<file path="src/rtl/core/otfb_pkg.sv">
// Package for the odometry telemetry frame builder.
// Holds the drive mode codes, register indexes, frame constants and shared types.
// No dependencies.
package otfb_pkg;

  localparam int FRAME_LENGTH = 24;
  localparam int BODY_BYTES   = FRAME_LENGTH - 2;
  localparam int CHECK_POS    = BODY_BYTES;
  localparam int TAIL_POS     = FRAME_LENGTH - 1;
  localparam int POS_W        = 5;

  // Divider geometry: magnitude bits of the numerator, divisor bits, and
  // how many two-bit steps make up one division.
  localparam int NUM_W     = 28;
  localparam int DEN_W     = 20;
  localparam int DIV_STEPS = NUM_W / 2;
  localparam int CNT_W     = 4;
  localparam int SUM_W     = 19;

  // Division by three through a reciprocal: (m * RECIP3) >> RECIP3_SH is
  // exact for magnitudes below 2**17, which covers every omni Y sum.
  localparam int RECIP3    = 43691;
  localparam int RECIP3_SH = 17;
  localparam int PROD_W    = SUM_W + 16;

  localparam int IN_W   = 184;
  localparam int ADDR_W = 5;

  typedef enum logic [1:0] {
    MODE_DIFF  = 2'd0,
    MODE_MECA  = 2'd1,
    MODE_OMNI  = 2'd2,
    MODE_NONE  = 2'd3
  } drive_mode_t;

  typedef enum logic [2:0] {
    REG_DRIVE_MODE = 3'd0,
    REG_WHEEL_SP   = 3'd1,
    REG_AXLE_SP    = 3'd2,
    REG_OMNI_X     = 3'd3,
    REG_TURN_R     = 3'd4,
    REG_HEADER     = 3'd5,
    REG_TAIL       = 3'd6,
    REG_UNUSED     = 3'd7
  } reg_index_t;

  // Words that pass through the pipeline next to the velocity math.
  typedef struct packed {
    logic [15:0] acc_0;
    logic [15:0] acc_1;
    logic [15:0] acc_2;
    logic [15:0] gyr_0;
    logic [15:0] gyr_1;
    logic [15:0] gyr_2;
    logic [15:0] batt;
    logic        stop;
  } side_t;

endpackage

</file>
<file path="src/rtl/core/otfb_div.sv">
// Iterative signed divider with 16-bit saturation, two quotient bits a cycle while step is high.
// Depends on otfb_pkg for the numerator and divisor widths.
module otfb_div
  import otfb_pkg::*;
(
  input  logic                    clk,
  input  logic                    start,
  input  logic                    step,
  input  logic signed [NUM_W-1:0] num,
  input  logic        [DEN_W-1:0] den,
  output logic        [15:0]      result
);

  logic [DEN_W-1:0] rem;
  logic [NUM_W-1:0] quo;
  logic [DEN_W-1:0] dvs;
  logic             neg;
  logic             zero;

  logic [DEN_W-1:0] rem_next;
  logic [NUM_W-1:0] quo_next;
  logic [DEN_W:0]   trial;

  // Two restoring steps per cycle, taken into the registers while step is high.
  always_comb begin
    rem_next = rem;
    quo_next = quo;
    trial    = '0;
    for (int i = 0; i < 2; i++) begin
      trial = {rem_next, quo_next[NUM_W-1]};
      quo_next = {quo_next[NUM_W-2:0], 1'b0};
      if (trial >= {1'b0, dvs}) begin
        trial       = trial - {1'b0, dvs};
        quo_next[0] = 1'b1;
      end
      rem_next = trial[DEN_W-1:0];
    end
  end

  // Load the magnitude on start, then iterate.
  always_ff @(posedge clk) begin
    if (start) begin
      rem  <= '0;
      quo  <= num[NUM_W-1] ? NUM_W'(-num) : NUM_W'(num);
      dvs  <= den;
      neg  <= num[NUM_W-1];
      zero <= (den == '0);
    end else if (step) begin
      rem <= rem_next;
      quo <= quo_next;
    end
  end

  // Sign and saturate the finished quotient; a zero divisor gives zero.
  always_comb begin
    if (zero) begin
      result = '0;
    end else if (neg) begin
      if (quo >= NUM_W'(32768)) result = 16'h8000;
      else                      result = 16'(-quo[15:0]);
    end else begin
      if (quo > NUM_W'(32767)) result = 16'h7fff;
      else                     result = quo[15:0];
    end
  end

endmodule

</file>
<file path="src/rtl/core/odometry_telemetry_frame_builder.sv">
// Top level of the odometry telemetry frame builder: register file, velocity
// pipeline, frame buffer and byte serializer. Depends on otfb_pkg, otfb_div.
//
//  channel | dir | handshake               | payload
//  s_*     | in  | s_tvalid / s_tready     | wheels, IMU, battery, stop flag
//  m_*     | out | m_tvalid / m_tready     | one frame byte, tlast on tail
//  apb     | in  | psel, penable, pready   | seven geometry/frame registers
//
// An input beat passes two registered stages (sums, then scaling, divisors and
// the constant-divisor quotients), then two dividers working in parallel on
// the register-divisor velocities, then the frame buffer.
// The serializer sends 24 beats per item; the next item is accepted and computed
// while the current frame drains.
// Reset is synchronous and clears all valid flags and the registers to defaults.
// A stall on m_tready holds the output beat and backs up the pipeline stage by stage.
module odometry_telemetry_frame_builder
  import otfb_pkg::*;
(
  input  logic              clk,
  input  logic              rst,
  input  logic              s_tvalid,
  output logic              s_tready,
  // wheel_a, wheel_b, wheel_c, wheel_d, accel_x, accel_y, accel_z,
  // gyro_x, gyro_y, gyro_z (16 bits each), battery_mv, stop_flag, zero fill
  input  logic [IN_W-1:0]   s_tdata,
  output logic              m_tvalid,
  input  logic              m_tready,
  // frame_byte
  output logic [7:0]        m_tdata,
  output logic              m_tlast,
  input  logic              psel,
  input  logic              penable,
  input  logic              pwrite,
  input  logic [ADDR_W-1:0] paddr,
  input  logic [31:0]       pwdata,
  output logic [31:0]       prdata,
  output logic              pready
);

  // Configuration registers.
  drive_mode_t drive_mode;
  logic [15:0] wheel_sp;
  logic [15:0] axle_sp;
  logic [15:0] omni_x;
  logic [15:0] turn_r;
  logic [7:0]  header_byte;
  logic [7:0]  tail_byte;
  reg_index_t  reg_idx;

  assign pready  = 1'b1;
  assign reg_idx = reg_index_t'(paddr[4:2]);

  always_ff @(posedge clk) begin
    if (rst) begin
      drive_mode  <= MODE_DIFF;
      wheel_sp    <= 16'd500;
      axle_sp     <= 16'd0;
      omni_x      <= 16'd866;
      turn_r      <= 16'd200;
      header_byte <= 8'd123;
      tail_byte   <= 8'd125;
    end else if (psel && penable && pwrite) begin
      unique case (reg_idx)
        REG_DRIVE_MODE: drive_mode  <= drive_mode_t'(pwdata[1:0]);
        REG_WHEEL_SP:   wheel_sp    <= pwdata[15:0];
        REG_AXLE_SP:    axle_sp     <= pwdata[15:0];
        REG_OMNI_X:     omni_x      <= pwdata[15:0];
        REG_TURN_R:     turn_r      <= pwdata[15:0];
        REG_HEADER:     header_byte <= pwdata[7:0];
        REG_TAIL:       tail_byte   <= pwdata[7:0];
        default: ;
      endcase
    end
  end

  // Register read back.
  always_comb begin
    unique case (reg_idx)
      REG_DRIVE_MODE: prdata = {30'd0, drive_mode};
      REG_WHEEL_SP:   prdata = {16'd0, wheel_sp};
      REG_AXLE_SP:    prdata = {16'd0, axle_sp};
      REG_OMNI_X:     prdata = {16'd0, omni_x};
      REG_TURN_R:     prdata = {16'd0, turn_r};
      REG_HEADER:     prdata = {24'd0, header_byte};
      REG_TAIL:       prdata = {24'd0, tail_byte};
      default:        prdata = '0;
    endcase
  end

  // Signs and saturates a quotient magnitude to 16 bits.
  function automatic logic [15:0] sat_q(input logic [SUM_W-1:0] mag, input logic neg);
    if (neg) begin
      if (mag >= SUM_W'(32768)) return 16'h8000;
      return 16'(-mag[15:0]);
    end
    if (mag > SUM_W'(32767)) return 16'h7fff;
    return mag[15:0];
  endfunction

  // Handshake chain, computed from the output side back.
  logic a_valid, b_valid, div_busy, div_done, fb_valid;
  logic a_move, b_move, div_start, fb_load, fb_free, emit;
  logic [POS_W-1:0] pos;
  logic [CNT_W-1:0] div_cnt;

  assign emit      = fb_valid && (!m_tvalid || m_tready);
  assign fb_free   = !fb_valid || (emit && pos == POS_W'(TAIL_POS));
  assign fb_load   = div_done && fb_free;
  assign div_start = b_valid && !div_busy && (!div_done || fb_load);
  assign b_move    = div_start;
  assign a_move    = a_valid && (!b_valid || b_move);
  assign s_tready  = !a_valid || a_move;

  // Stage A: mode-dependent wheel sums and the IMU remap.
  logic signed [15:0] wa, wb, wc, wd;
  logic signed [SUM_W-1:0] sx, sy, sz;
  logic signed [SUM_W-1:0] a_sx, a_sy, a_sz;
  drive_mode_t a_mode;
  side_t in_side, a_side, b_side, d_side;

  assign wa = s_tdata[15:0];
  assign wb = s_tdata[31:16];
  assign wc = s_tdata[47:32];
  assign wd = s_tdata[63:48];

  always_comb begin
    in_side.acc_0 = s_tdata[95:80];
    in_side.acc_1 = 16'(-s_tdata[79:64]);
    in_side.acc_2 = s_tdata[111:96];
    in_side.gyr_0 = s_tdata[143:128];
    in_side.gyr_1 = 16'(-s_tdata[127:112]);
    in_side.gyr_2 = s_tdata[176] ? 16'd0 : s_tdata[159:144];
    in_side.batt  = s_tdata[175:160];
    in_side.stop  = s_tdata[176];
  end

  always_comb begin
    unique case (drive_mode)
      MODE_DIFF: begin
        sx = SUM_W'(wa) + SUM_W'(wb);
        sy = '0;
        sz = SUM_W'(wb) - SUM_W'(wa);
      end
      MODE_MECA: begin
        sx = SUM_W'(wa) + SUM_W'(wb) + SUM_W'(wc) + SUM_W'(wd);
        sy = SUM_W'(wa) - SUM_W'(wb) + SUM_W'(wc) - SUM_W'(wd);
        sz = SUM_W'(wc) + SUM_W'(wd) - SUM_W'(wa) - SUM_W'(wb);
      end
      MODE_OMNI: begin
        sx = SUM_W'(wc) - SUM_W'(wb);
        sy = (SUM_W'(wa) <<< 1) - SUM_W'(wb) - SUM_W'(wc);
        sz = SUM_W'(wa) + SUM_W'(wb) + SUM_W'(wc);
      end
      default: begin
        sx = '0;
        sy = '0;
        sz = '0;
      end
    endcase
  end

  always_ff @(posedge clk) begin
    if (rst) begin
      a_valid <= 1'b0;
    end else if (s_tready) begin
      a_valid <= s_tvalid;
    end
    if (s_tvalid && s_tready) begin
      a_sx   <= sx;
      a_sy   <= sy;
      a_sz   <= sz;
      a_mode <= drive_mode;
      a_side <= in_side;
    end
  end

  // Stage B: scale by 1000 where needed, form the divisors, and take the
  // quotients by the constant divisors as magnitudes (truncation toward zero).
  logic signed [NUM_W-1:0] nx, nz, b_nx, b_nz;
  logic [DEN_W-1:0] dx, dz, b_dx, b_dz;
  logic signed [NUM_W-1:0] kx, kz;
  logic [SUM_W-1:0] mag_x, mag_y, qx, qy, b_qx, b_qy;
  logic [PROD_W-1:0] prod_y;
  logic x_div, b_x_div, b_qx_neg, b_qy_neg;

  assign kx     = NUM_W'(a_sx) * NUM_W'(1000);
  assign kz     = NUM_W'(a_sz) * NUM_W'(1000);
  assign mag_x  = a_sx[SUM_W-1] ? SUM_W'(-a_sx) : SUM_W'(a_sx);
  assign mag_y  = a_sy[SUM_W-1] ? SUM_W'(-a_sy) : SUM_W'(a_sy);
  assign prod_y = PROD_W'(mag_y) * PROD_W'(RECIP3);

  always_comb begin
    nx    = '0;
    nz    = kz;
    dx    = DEN_W'(1);
    qx    = '0;
    qy    = '0;
    x_div = 1'b0;
    unique case (a_mode)
      MODE_DIFF: begin
        dz = DEN_W'(wheel_sp);
        qx = mag_x >> 1;
      end
      MODE_MECA: begin
        dz = (DEN_W'(wheel_sp) + DEN_W'(axle_sp)) << 2;
        qx = mag_x >> 2;
        qy = mag_y >> 2;
      end
      MODE_OMNI: begin
        nx    = kx;
        dx    = DEN_W'(omni_x) << 1;
        dz    = DEN_W'(turn_r) * DEN_W'(3);
        qy    = SUM_W'(prod_y >> RECIP3_SH);
        x_div = 1'b1;
      end
      default: begin
        nz = '0;
        dz = DEN_W'(1);
      end
    endcase
  end

  always_ff @(posedge clk) begin
    if (rst) begin
      b_valid <= 1'b0;
    end else if (!b_valid || b_move) begin
      b_valid <= a_valid;
    end
    if (a_move) begin
      b_nx     <= nx;
      b_nz     <= nz;
      b_dx     <= dx;
      b_dz     <= dz;
      b_qx     <= qx;
      b_qy     <= qy;
      b_qx_neg <= a_sx[SUM_W-1];
      b_qy_neg <= a_sy[SUM_W-1];
      b_x_div  <= x_div;
      b_side   <= a_side;
    end
  end

  // Divider stage: two units in lockstep under one step counter; the
  // constant-divisor results are signed and saturated on the way in.
  logic [15:0] vx_div, vz, vx_sel;
  logic [15:0] d_vx_c, d_vy;
  logic        d_x_div;

  otfb_div u_div_x (.clk, .start(div_start), .step(div_busy), .num(b_nx), .den(b_dx),
                    .result(vx_div));
  otfb_div u_div_z (.clk, .start(div_start), .step(div_busy), .num(b_nz), .den(b_dz),
                    .result(vz));

  assign vx_sel = d_x_div ? vx_div : d_vx_c;

  always_ff @(posedge clk) begin
    if (rst) begin
      div_busy <= 1'b0;
      div_done <= 1'b0;
      div_cnt  <= '0;
    end else if (div_start) begin
      div_busy <= 1'b1;
      div_done <= 1'b0;
      div_cnt  <= '0;
    end else if (div_busy) begin
      div_cnt <= div_cnt + 1'b1;
      if (div_cnt == CNT_W'(DIV_STEPS - 1)) begin
        div_busy <= 1'b0;
        div_done <= 1'b1;
      end
    end else if (fb_load) begin
      div_done <= 1'b0;
    end
    if (div_start) begin
      d_side  <= b_side;
      d_vx_c  <= sat_q(b_qx, b_qx_neg);
      d_vy    <= sat_q(b_qy, b_qy_neg);
      d_x_div <= b_x_div;
    end
  end

  // Frame buffer and serializer with a running XOR check.
  logic [7:0] fb [BODY_BYTES];
  logic [7:0] chk;
  logic [7:0] cur_byte;

  always_comb begin
    if (pos < POS_W'(BODY_BYTES))      cur_byte = fb[pos];
    else if (pos == POS_W'(CHECK_POS)) cur_byte = chk;
    else                               cur_byte = tail_byte;
  end

  always_ff @(posedge clk) begin
    if (rst) begin
      fb_valid <= 1'b0;
      pos      <= '0;
      chk      <= '0;
      m_tvalid <= 1'b0;
    end else begin
      if (emit) begin
        m_tvalid <= 1'b1;
      end else if (m_tready) begin
        m_tvalid <= 1'b0;
      end
      if (fb_load) begin
        fb_valid <= 1'b1;
        pos      <= '0;
        chk      <= '0;
      end else if (emit) begin
        if (pos == POS_W'(TAIL_POS)) fb_valid <= 1'b0;
        if (pos < POS_W'(BODY_BYTES)) chk <= chk ^ cur_byte;
        pos <= pos + 1'b1;
      end
    end
    if (emit) begin
      m_tdata <= cur_byte;
      m_tlast <= (pos == POS_W'(TAIL_POS));
    end
    if (fb_load) begin
      fb[0]  <= header_byte;
      fb[1]  <= {7'd0, d_side.stop};
      fb[2]  <= vx_sel[15:8];
      fb[3]  <= vx_sel[7:0];
      fb[4]  <= d_vy[15:8];
      fb[5]  <= d_vy[7:0];
      fb[6]  <= vz[15:8];
      fb[7]  <= vz[7:0];
      fb[8]  <= d_side.acc_0[15:8];
      fb[9]  <= d_side.acc_0[7:0];
      fb[10] <= d_side.acc_1[15:8];
      fb[11] <= d_side.acc_1[7:0];
      fb[12] <= d_side.acc_2[15:8];
      fb[13] <= d_side.acc_2[7:0];
      fb[14] <= d_side.gyr_0[15:8];
      fb[15] <= d_side.gyr_0[7:0];
      fb[16] <= d_side.gyr_1[15:8];
      fb[17] <= d_side.gyr_1[7:0];
      fb[18] <= d_side.gyr_2[15:8];
      fb[19] <= d_side.gyr_2[7:0];
      fb[20] <= d_side.batt[15:8];
      fb[21] <= d_side.batt[7:0];
    end
  end

endmodule

</file>
<file path="config.mk">
export PLATFORM = sky130hd
export DESIGN_NAME = odometry_telemetry_frame_builder
export DESIGN_NICKNAME = d
export VERILOG_FILES = /design/src/rtl/core/otfb_pkg.sv /design/src/rtl/core/otfb_div.sv /design/src/rtl/core/odometry_telemetry_frame_builder.sv
export SDC_FILE = /design/constraint.sdc
export NUM_CORES = 2
export LEC_CHECK = 0
export BUFFER_PORTS_ARGS = -buffer_cell sky130_fd_sc_hd__buf_4
export CAP_MARGIN = 20
export CORE_UTILIZATION = 55
export CTS_CLUSTER_DIAMETER = 80
export DETAILED_ROUTE_END_ITERATION = 12
export MAX_ROUTING_LAYER = met4
export PLACE_DENSITY = 0.77
export SLEW_MARGIN = 20
export SYNTH_ARGS = -nofsm -noshare
export SYNTH_HDL_FRONTEND = slang
export SYNTH_SLANG_ARGS = --single-unit
</file>
<file path="constraint.sdc">
create_clock -name clk -period 38.7 [get_ports clk]
set_clock_uncertainty 0.1 [all_clocks]
set_input_delay 1.935 -clock clk [delete_from_list [all_inputs] [get_ports clk]]
set_output_delay 1.935 -clock clk [all_outputs]
set_load 0.01 [all_outputs]
</file>
# [Yosys cells after proc, flatten, opt, wreduce, memory -nomap -nowiden]
# Memory sizes are Yosys's and may differ from the RTL's. A register that Yosys moved wholly into a read port is not among the register bits.
# Cells that the tools add are included.
[op_classes] addsub=30 multipliers=4 order_cmp=13 eq_ne=14 n_mux=79 bitwise_logic=1 reduce_logical=43
[op_table] operator="$mux 16" count=21
[op_table] operator="$pmux 19 s3" count=3
[op_table] operator="$mux 28" count=6
[op_table] operator="$pmux 16 s7" count=1
[op_table] operator="$neg 16->16" count=6
[op_table] operator="$ge 21x20->1" count=4
[op_table] operator="$mux 20" count=4
[op_table] operator="$sub 20x20->20" count=4
[op_table] operator="$pmux 18 s2" count=2
[op_table] operator="$sub 18x16->19" count=3
[op_table] operator="$ge 28x16->1 const B" count=2
[op_table] operator="$gt 28x15->1 const B" count=2
[op_table] operator="$neg 28->28" count=2
[op_table] operator="$add 16x16->17" count=3
[op_table] operator="$sub 16x16->17" count=3
[op_table] operator="$mul 19x8->25 const B" count=2
[op_table] operator="$logic_not 20->1" count=2
[op_table] operator="$ge 19x16->1 const B" count=2
[op_table] operator="$gt 19x15->1 const B" count=2
[op_table] operator="$mux 19" count=2
[op_table] operator="$neg 19->19" count=2
[op_table] operator="$pmux 19 s2" count=1
[op_table] operator="$add 17x16->18" count=2
[op_table] operator="$sub 17x16->18" count=2
[op_table] operator="other kinds (27)" count=101
[word_totals] reg_bits=822 ramBits=176 in_bits=228 out_inout_bits=44 wordCells=256 memories=1
[mem_list] memory="fb" words=22 width=8 read_ports=1 rd_ports_with_merged_regs=1 write_ports=22 line="odometry_telemetry_frame_builder.sv:283" rtl="logic [7:0] fb [BODY_BYTES];"

# [Longest topological paths before layout]
[logic_depth] word_depth=14 depth_mapped=29 depth_no_buf=29

# [Hierarchy]
# From an unflattened synthesis, not the netlist that was laid out.
[hier_totals] cells_unflattened=6076 hier_area_um2=66631.4
[by_module_without_submodules] mod="odometry_telemetry_frame_builder" n_inst=1 cells_each=4592 area_each_um2=54076.9 seq_area_each_um2=24243.3
[by_module_without_submodules] mod="otfb_div" n_inst=2 cells_each=742 area_each_um2=6277.3 seq_area_each_um2=1901.8

# [Least setup slack after synthesis]
# No wires, ideal clock.
[synth_timing] path_type="input-to-reg" from="input port m_tready" to="register b_dx[0] (enable)" setup_time_ps=1200 arrival_ps=20710 required_ps=37400 setup_slack_ps=16691 path_stages=9 path_buffers=2 path_cell_list="nand2b_1 > and2_1 > clkbuf_1 > nand2_1 > o31ai_1 > or2_1 > nand3_1 > clkbuf_1 > a21boi_0"
[synth_via] elab_chain_cells=9
[synth_lines] element="from (decl)" line="odometry_telemetry_frame_builder.sv:27" rtl="input logic m_tready,"
[synth_lines] element="$logic_or 1x1->1" line="odometry_telemetry_frame_builder.sv:106" rtl="assign emit = fb_valid && (!m_tvalid || m_tready);"
[synth_lines] element="$logic_and 1x1->1" line="odometry_telemetry_frame_builder.sv:106"
[synth_lines] element="via emit" line="odometry_telemetry_frame_builder.sv:102" rtl="logic a_move, b_move, div_start, fb_load, fb_free, emit;"
[synth_lines] element="$logic_and 1x1->1" line="odometry_telemetry_frame_builder.sv:107" rtl="assign fb_free = !fb_valid || (emit && pos == POS_W'(TAIL_POS));"
[synth_lines] element="$logic_or 1x1->1" line="odometry_telemetry_frame_builder.sv:107"
[synth_lines] element="$logic_and 1x1->1" line="odometry_telemetry_frame_builder.sv:108" rtl="assign fb_load = div_done && fb_free;"
[synth_lines] element="$logic_or 1x1->1" line="odometry_telemetry_frame_builder.sv:109" rtl="assign div_start = b_valid && !div_busy && (!div_done || fb_load);"
[synth_lines] element="$logic_and 1x1->1" line="odometry_telemetry_frame_builder.sv:109"
[synth_lines] element="$logic_or 1x1->1" line="odometry_telemetry_frame_builder.sv:111" rtl="assign a_move = a_valid && (!b_valid || b_move);"
[synth_lines] element="$logic_and 1x1->1" line="odometry_telemetry_frame_builder.sv:111"
[synth_lines] element="via a_move" line="odometry_telemetry_frame_builder.sv:102"
[synth_lines] element="to (signal assigned)" line="odometry_telemetry_frame_builder.sv:232" rtl="b_dx <= dx;"
[synth_lines] element="to (decl)" line="odometry_telemetry_frame_builder.sv:180" rtl="logic [DEN_W-1:0] dx, dz, b_dx, b_dz;"
# The timed path passes the listed nets, and every way through them passes these cells.
# A chain may end at the register's enable or synchronous reset.

# [Worst setup path after layout]
[layout_timing] from="register a_sy[8]" to="register b_qy[12], data pin"
[layout_via] elab_chain_cells=4
[layout_lines] element="from (decl)" line="odometry_telemetry_frame_builder.sv:117" rtl="logic signed [SUM_W-1:0] a_sx, a_sy, a_sz;"
[layout_lines] element="from (signal assigned)" line="odometry_telemetry_frame_builder.sv:170" rtl="a_sy <= sy;"
[layout_lines] element="$neg 19->19" line="odometry_telemetry_frame_builder.sv:189" rtl="assign mag_y = a_sy[SUM_W-1] ? SUM_W'(-a_sy) : SUM_W'(a_sy);"
[layout_lines] element="$mux 19 *" line="odometry_telemetry_frame_builder.sv:189"
[layout_lines] element="$mul 19x16->35" line="odometry_telemetry_frame_builder.sv:190" rtl="assign prod_y = PROD_W'(mag_y) * PROD_W'(RECIP3);"
[layout_lines] element="$pmux 18 s2 *" line="odometry_telemetry_frame_builder.sv:199" rtl="unique case (a_mode)"
[layout_lines] element="to (signal assigned)" line="odometry_telemetry_frame_builder.sv:235" rtl="b_qy <= qy;"
[layout_lines] element="to (decl)" line="odometry_telemetry_frame_builder.sv:182" rtl="logic [SUM_W-1:0] mag_x, mag_y, qx, qy, b_qx, b_qy;"
# Mark *: on every way between the ends. The rest lies on a longest branch, timed or not.

==> impl_metrics.tcl <==
set metrics [dict create \
    fmax_mhz 112.6 \
    synthCells 5854 \
    min-delay-path-class "flop to flop" \
    gp_congestion 0.9330 \
    ios 272 \
    async_flop_share_pct 0 \
    syn_area_sq_mm 0.06484 \
    worstPathArrival_ps 9290 \
    power_density_mw_per_mm2 74.79 \
    fin_crit_sh_pct 22.94 \
    r2r-start "a_sy[8]" \
    antenna_found_initial 11 \
    grt_use_total_pct 27.07 \
    avgSynthCellArea_sq_um 11.08 \
    hold_viol 0 \
    drv_slew 0 \
    rows 125 \
    power_mw 5.348 \
    cap_violations 0 \
    drtAntennaViolNets 0 \
    min_path_cells 0 \
    synth_common_cells "edfxtp_1 (830), ha_1 (587), inv_1 (521)" \
    cts_resized 0 \
    cp_max_fo 4 \
    grt_max_degree 115 \
    crit_start "a_sy[8]" \
    min_from "d_side[60]" \
    synth_top_area_cell "edfxtp_1" \
    min_period_ps 8879 \
    r2r_cells 26 \
    ir_drop_mv 0.06993 \
    drt-pass1-iter-count 6 \
    r2r_slack_ps 29820 \
    final_cells 7657 \
    critPathCaptureType "flop" \
    crit_required_ps 39120 \
    hold_ws_ps 289.3 \
    die-height_um 345.4 \
    grt_pass1_vias 45720 \
    cts_max_level 3 \
    cts_setup_buffers 0 \
    wl_per_cell_um 20.51 \
    core-area_sq_mm 0.1165 \
    drt_iter0_markers 4088 \
    clock_latency_ps 700 \
    post-route-drc-count 0 \
    min_to "fb[14][3]" \
    rsz0062_at_grt "no" \
    root_buffer "clkbuf_16" \
    routed_wl_um 157000 \
    p_leak_nw 28.78 \
    start_util_pct 55.65 \
    crit_type "flop to flop" \
    critPathLaunchType "flop" \
    dp_hpwl_um 117500 \
    ys.flop_type "edfxtp_1" \
    tritoncts "built" \
    nets 7180 \
    ys_types 96 \
    vias 45440 \
    ys_seq_area_share_pct 43.07 \
    synth.area.top_cells "edfxtp_1 (38%), ha_1 (11%), fa_1 (10%), dfxtp_1 (4.6%), xnor2_1 (3.1%)" \
    hold_buffers 0 \
    io_buffers 229 \
    yosysMostFrequentCell "edfxtp_1" \
    setup_slack_ps 29820 \
    synth_top_area_share_pct 38.44 \
    tightestPinTransition_ps 1110 \
    grt-ovfl-total 0 \
    clock-sinks 980 \
    place_ws_ps 29640 \
    fp.dieW_um 345.4 \
    cts_made_buffers 101 \
    drive_above_1_share_pct 8.739 \
    setup_violations 0 \
    slew_headroom_pct 25.99 \
    path_clk_slew_ps 60 \
    ys_seq_elements 980 \
    status "completed" \
    via_per_inst 5.934 \
    die-area_sq_mm 0.1193 \
    clock_path_buffers 3 \
    tns_ps 0 \
    grt_pass1_wl_um 248900 \
    synth_warnings 0 \
    rr_endpoint "b_qy[12]" \
    syn2layout_area_growth_pct 10.27 \
    synth-edff-count 830 \
    dp_cells 7456 \
]
where the power goes:
group          switching (mW)  total (mW)  leakage [nW]  internal, mW
clock                   0.429       0.987          1.63         0.558
sequential             0.0841        1.38          9.01          1.29
combinational            1.72        2.98          18.1          1.26
total                    2.24        5.35          28.8          3.11
layout by cell type, fill, tap and decap left out, drive strengths merged, types with 26 or more instances in the layout:
master	Yosys	final
o21ai	299	299
o211ai	41	41
a22oi	45	45
a211oi	40	40
nand4	49	49
inv	523	528
a21o	74	74
nor3	117	117
o31ai	48	48
clkbuf	162	113
fa	329	329
mux4	42	42
o21a	34	34
buf	45	271
and3	26	26
nor2b	99	99
and2	53	53
a31oi	41	41
nand2	517	517
nor2	337	337
clkinv	2	52
dfxtp	150	150
o22ai	27	27
xnor2	226	226
mux2i	42	42
nand3	97	97
xor2	154	154
or3	77	77
a222oi	32	32
nand2b	50	50
ha	587	587
edfxtp	830	830
nor4	37	37
a21oi	290	290
stage by stage:
step                      cell area (sq um)  utilization [%]
after floorplan                       64900                -
after global placement                68030            58.38
after detailed placement              68030            58.38
after CTS                             71440            61.31
after global routing                  71500            61.36
final                                 71500            61.37
registers in the layout (all words and copies together), names as in the netlist, 18 cells and up, named ones only:
register and cells:
d_side 113, u_div_x.quo 28, u_div_z.dvs 19, b_nz 25, u_div_z.rem 20, a_sz 19, b_side 113, a_sy 19
b_qy 18, u_div_x.rem 20, fb 169, u_div_z.quo 28, b_qx 18, a_sx 19, b_dz 19, b_nx 25
a_side 113
critical path, stage by stage (launching register included):
cell and delay, ps:
edfxtp_1 420, or4_1 570, or3_1 340, or2_1 230
nand2_1 80, xor2_1 640, inv_1 290, ha_1 420
ha_1 300, inv_1 50, fa_1 500, inv_1 50
fa_1 510, fa_1 580, inv_1 60, fa_1 530
inv_1 40, ha_1 260, nand2_1 60, o21ai_0 360
a311oi_1 140, o41ai_2 710, a31oi_1 320, a21boi_1 370
o41ai_1 190, or4b_1 530, nand3_1 80
layout make-up:
type,count,area (sq um)
Fill cell,9083,45010
Inverter,525,1978
Clock inverter,76,823.3
Multi-Input combinational cell,4157,34190
Clock buffer,113,2594
Antenna cell,11,27.53
Timing Repair Buffer,271,2051
Tap cell,1524,1907
Sequential cell,980,27930
per-layer routing:
| metal | global-route usage (%) | wire length, um | vias up | part of all wire (%) |
|---|---|---|---|---|
| met2 | 44.81 | 77120 | 1557 | 49 |
| met4 | 10.42 | 6277 | 0 | 4.0 |
| li1 | - | - | 21410 | - |
| met5 | - | 0 | - | 0 |
| met3 | 2.878 | 8631 | 308 | 5.5 |
| met1 | 34.30 | 65000 | 22160 | 41 |
cell families (layout without fill, tap and decap cells):
kind of cell	count (synthesis)	count (layout)	share of synthesized area [%]
flops	980	980	43.07
xor+xnor	380	380	5.133
mux	105	105	2.472
fa+ha+maj	916	916	21.48
buf+inv	732	985	4.399
simple gates	1555	1555	11.54
other cells	2	28	0.01158
compound gates	1184	1184	11.89
how the worst max path moves through the flow:
stage | to | slack (ps) | cells after the start
floorplan | b_dx[0] | 16690 | 9
global placement | b_qy[12] | 29730 | 26
detailed placement | b_qy[12] | 29640 | 26
CTS | b_qy[12] | 29550 | 28
global route | b_qy[11] | 29200 | 28
finish | b_qy[12] | 29820 | 26
Power figures use the tool's default switching activity.
